File: config.mk
export PLATFORM = sky130hd
export DESIGN_NAME = pcmb_expand
export DESIGN_NICKNAME = d
export VERILOG_FILES = /design/src/pcmb_pkg.sv /design/src/pcmb_expand.sv
export SDC_FILE = /design/constraint.sdc
export NUM_CORES = 1
export LEC_CHECK = 0
export ABC_AREA = 1
export BUFFER_PORTS_ARGS = -buffer_cell sky130_fd_sc_hd__buf_4
export CORE_ASPECT_RATIO = 0.75
export CORE_MARGIN = 2
export CORE_UTILIZATION = 40
export DETAILED_ROUTE_END_ITERATION = 8
export PLACE_DENSITY = 0.7
export SETUP_SLACK_MARGIN = 0.4
export SYNTH_ARGS = -nofsm -noshare
export SYNTH_HDL_FRONTEND = slang
export SYNTH_SLANG_ARGS = --single-unit
File: constraint.sdc
create_clock -name vclk -period 14.6
set_input_delay 0 -clock vclk [all_inputs]
set_output_delay 0 -clock vclk [all_outputs]
set_load 0.05 [all_outputs]
File: src/pcmb_pkg.sv
// ----------------------------------------------------------------------------
// pcmb_pkg: shared types and constants of the palette colour-math blend unit
// Opcodes, register indexes, reset values and the per-channel placement record.
// ----------------------------------------------------------------------------
package pcmb_pkg;

  localparam int unsigned COLOR_W     = 15;
  localparam int unsigned CHAN_W      = 5;
  localparam int unsigned LEVEL_W     = 4;
  localparam int unsigned POS_W       = 5;
  localparam int unsigned WORD_W      = 32;
  localparam int unsigned INDEX_W     = 8;
  localparam int unsigned CFG_INDEX_W = 3;

  // Full shift is the byte position plus three, half scale plus two.
  localparam logic [1:0] SHIFT_FULL = 2'd3;
  localparam logic [1:0] SHIFT_HALF = 2'd2;

  // floor(x / 15) for x <= 465 as (x * 2185) >> 15.
  localparam logic [11:0] RECIP_15   = 12'd2185;
  localparam int unsigned RECIP_SHIFT = 15;

  localparam logic [LEVEL_W-1:0] BRIGHTNESS_RST = 4'd15;
  localparam logic [POS_W-1:0]   RED_POS_RST    = 5'd16;
  localparam logic [POS_W-1:0]   GREEN_POS_RST  = 5'd8;
  localparam logic [POS_W-1:0]   BLUE_POS_RST   = 5'd0;

  typedef enum logic [0:0] {
    OP_WRITE = 1'b0,
    OP_PIXEL = 1'b1
  } opcode_t;

  typedef enum logic [CFG_INDEX_W-1:0] {
    REG_BRIGHTNESS = 3'd0,
    REG_SUBTRACT   = 3'd1,
    REG_FIXED      = 3'd2,
    REG_RED_POS    = 3'd3,
    REG_GREEN_POS  = 3'd4,
    REG_BLUE_POS   = 3'd5
  } reg_index_t;

  typedef struct packed {
    logic [POS_W-1:0] red;
    logic [POS_W-1:0] green;
    logic [POS_W-1:0] blue;
  } pos_cfg_t;

  typedef struct packed {
    logic main_black;
    logic sub_black;
    logic half;
    logic sub_fixed;
    logic main_hit;
    logic sub_hit;
  } pix_ctrl_t;

endpackage

File: src/pcmb_expand.sv
// ----------------------------------------------------------------------------
// pcmb_expand: BGR555 to 32-bit word expansion
// Scales each channel by master brightness and places it at its byte offset.
// ----------------------------------------------------------------------------
module pcmb_expand
  import pcmb_pkg::*;
(
  input  logic [COLOR_W-1:0] color,
  input  logic [LEVEL_W-1:0] brightness,
  input  pos_cfg_t           pos,
  input  logic               half,
  output logic [WORD_W-1:0]  word
);

  logic [CHAN_W-1:0] chan [3];
  logic [POS_W-1:0]  chan_pos [3];
  logic [CHAN_W-1:0] scaled [3];
  logic [37:0]       placed [3];
  logic [1:0]        extra;

  assign extra       = half ? SHIFT_HALF : SHIFT_FULL;
  assign chan[0]     = color[4:0];
  assign chan[1]     = color[9:5];
  assign chan[2]     = color[14:10];
  assign chan_pos[0] = pos.red;
  assign chan_pos[1] = pos.green;
  assign chan_pos[2] = pos.blue;

  // Full brightness gives v*15/15 = v, so one formula covers every level.
  always_comb begin
    logic [8:0]  prod;
    logic [20:0] quot;
    logic [5:0]  sh;
    for (int k = 0; k < 3; k++) begin
      prod      = {4'b0, chan[k]} * {5'b0, brightness};
      quot      = 21'(prod) * 21'(RECIP_15);
      scaled[k] = quot[RECIP_SHIFT +: CHAN_W];
      sh        = {1'b0, chan_pos[k]} + {4'b0, extra};
      placed[k] = 38'(scaled[k]) << sh;
    end
  end

  // Drop anything shifted beyond the top of the word.
  assign word = placed[0][WORD_W-1:0] | placed[1][WORD_W-1:0] | placed[2][WORD_W-1:0];

endmodule

==> parameters.txt <==
Parameter                              Value

Floorplan
  Width of the die ... approximately 160 um
  Area of the core ... ~17000 um^2
  Row count ... 41
  # IOs ... 67
  Initial cell density of the core ... about 41%
  Die height ... 117.6 um
  Die area ... approximately 18000 um^2

Cells and area
  Number of inserted filler cells in the final layout ... 1800
  Area growth from synthesis to final layout ... 9.410%
  Storage cell area ... 0 um^2
  Count of clock-net buffers in the final layout ... 0
  Post-route cell area ... 7536 um^2
  Antenna diode instance count ... 0
  Number of sequential cells in the layout ... 0
  Number of nets in the finished design ... roughly 1400
  Layout cell share with drive strength beyond 1 ... 7.102%

Place
  Routability congestion estimate from global placement ... roughly 0.94
  Total half-perimeter wirelength after legalization and detailed placement ... roughly 16000 um
  Placed inst area ... between 7000 and 8000 um^2
  Port Buf Inserts ... 67

Power
  Power per Cell Area ... about 130 nW/um^2
  Static leakage ... around 0.0047 uW
  Switching portion of total power ... 66.40%
  Psw ... 669.8 uW
  Post-route total power ... approximately 1000 uW
  Power share of the combinational group ... 100.0%
  Clock network power share ... 0%
  Cell Int Power ... roughly 340 uW
  Worst supply voltage drop on vdd ... ~0.000094 V
  Part of the total power dissipated in sequential elements ... 0%

Worst setup path
  Top fanout value on the critical path ... 15
  Worst path max stage delay ... around 0.54 ns
  Crit path launch type ... primary input
  Endpoint type of the worst setup path ... output port
  WP data required ... 14.60 ns
  CP max stage cell ... sky130_fd_sc_hd__fa_1
  Crit path DAT ... between 5 and 6 ns
  Type of the setup path with the least slack ... in -> out
  Capturing instance or port of the critical path ... word[17]
  Top cell by count, worst path ... sky130_fd_sc_hd__nand2_1
  Critical path origin ... brightness[3]

Synth
  Share of the yosys chip area belonging to registers ... 0%
  Synth Warn # ... 0
  Synth Area per Inst ... a little under 6 um^2
  Top area cells in the synthesized netlist ... sky130_fd_sc_hd__ha_1, sky130_fd_sc_hd__nand2_1, sky130_fd_sc_hd__nand3_1
  Post-Synthesis Net Count ... around 1400
  Largest area contributor in the netlist ... sky130_fd_sc_hd__ha_1
  Area share of the largest cell type after synthesis ... 24.52%
  Post-synthesis instance area ... roughly 7000 um^2
  Number of distinct library cells after synthesis ... 29
  Count of mapped cells out of synthesis ... between 1000 and 1500

Global routing
  Number of global-route vias before repair ... 7214
  Total GRT Usage ... around a fifth
  Global-route wire length before repair ... 32890 um
  Antenna violations before repair ... 0
  GR Overflow Total ... 0
  Largest net degree at the start of global routing ... 22

Routing
  Drt pass-1 iters ... 6
  Number of vias in the routed layout ... a little under 8000
  Final routed wire length divided by cell count ... ~13 um
  Routed wire length ... around 19000 um
  ANT nets after route ... 0
  Vias per cell ... 5.374
  Initial DRC count ... 750
  DRC violation count after routing ... 0

Timing
  Maximum operating frequency ... 0.1803 GHz
  Count of final hold-check violations ... 0
  Setup violations, final ... 0
  Measured slew at the worst slew-check pin ... roughly 1.2 ns
  RSZ-0062 raised after global routing ... no
  Period minus WS final ... around 5.5 ns
  Final Slew Violations ... 0
  Tcrit/Tclk final ... 38.00%
  Final worst hold slack ... roughly 0.57 ns
  Total Neg Setup Slack ... 0 ns
  Worst relative slew slack ... 21.23%

Status
  Run status ... completed

Flow run
  Number of violations of the max-capacitance limit ... 0

CTS
  Number of cells upsized or downsized after cts ... 0
  Setup bufs post-CTS ... 0
  Hold_buf cts ... 0

Min path
  Hold Path Class ... in -> out
[power groups by stage]
| stage | Clock (uW) | Combinational (uW) | Sequential, uW |
|---|---|---|---|
| floorplan | 0 | 764 | 0 |
| detailed placement | 0 | 993 | 0 |
| CTS | 0 | 1000 | 0 |
| global placement | 0 | 985 | 0 |
| global route | 0 | 1160 | 0 |
| finish | 0 | 1010 | 0 |
[worst min path at each step]
stage            start      end  cells past startpoint
2_1_floorplan  pos[14]  word[2]                      3
3_3_place_gp   pos[14]  word[2]                      5
3_5_place_dp   pos[14]  word[2]                      5
4_1_cts        pos[14]  word[2]                      5
5_1_grt        pos[14]  word[2]                      5
6_report       pos[14]  word[2]                      5
[cells in the mapped netlist (6+ instances only)]
cell	n
sky130_fd_sc_hd__nand2_2	10
sky130_fd_sc_hd__o21ai_1	6
sky130_fd_sc_hd__clkbuf_1	20
sky130_fd_sc_hd__xor2_1	9
sky130_fd_sc_hd__nand3_1	187
sky130_fd_sc_hd__ha_1	135
sky130_fd_sc_hd__a21oi_1	37
sky130_fd_sc_hd__buf_2	9
sky130_fd_sc_hd__o21ai_0	21
sky130_fd_sc_hd__xnor2_1	7
sky130_fd_sc_hd__fa_1	33
sky130_fd_sc_hd__inv_1	217
sky130_fd_sc_hd__nor2_1	44
sky130_fd_sc_hd__nand2_1	345
sky130_fd_sc_hd__nand4_1	72
[final cells by class]
type,count,area [um^2],share of cell area (%)
multi-input cells,936,5931,78.70
inverters,222,833.3,11.06
well taps,215,269.0,3.570
repair buffers,67,503.0,6.674
[logic make-up (layout without fill, tap and decap cells)]
kind of cell,count (synthesis),after routing,synth area share [%]
and+or+nand+nor,682,682,44.63
buffers and inverters,252,289,13.90
xor gates and xnor gates,16,16,2.035
adders and majority gates,168,168,34.11
AOI/OAI and AO/OA,70,70,5.323
[routing by layer]
layer	up-vias	wire length, um	global-route usage (%)
met3	24	1519	2.467
li1	3970	-	-
met1	3479	9360	31.10
met2	266	7964	34.02
met4	0	233	2.179
met5	-	0	0
[stage by stage]
step	util (%)	std cells	worst slack (ns)
global placement	44.79	1440	9.147
global route	44.79	1440	8.600
finish	44.79	1440	9.052
detailed placement	44.79	1440	9.113
floorplan	-	1188	8.312
CTS	44.79	1440	9.100
[placed cells by master, fill, tap and decap left out, drive strengths merged]
master and count:
a21oi 37, and2 4, buf 67, clkinv 3, fa 33, ha 135, inv 219, nand2 355
nand3 190, nand3b 4, nand4 72, nor2 47, nor3 4, nor3b 3, o211ai 1, o21ai 27
o21bai 4, o311ai 1, or2 3, xnor2 7, xor2 9
[worst max-delay path: cells and delay by family]
family / cells / cell delay, ns
compound gates: 4 / 0.71
fa+ha+maj: 7 / 2.66
buf+inv: 8 / 0.72
simple gates: 13 / 1.45
Power figures use the tool's default switching activity.
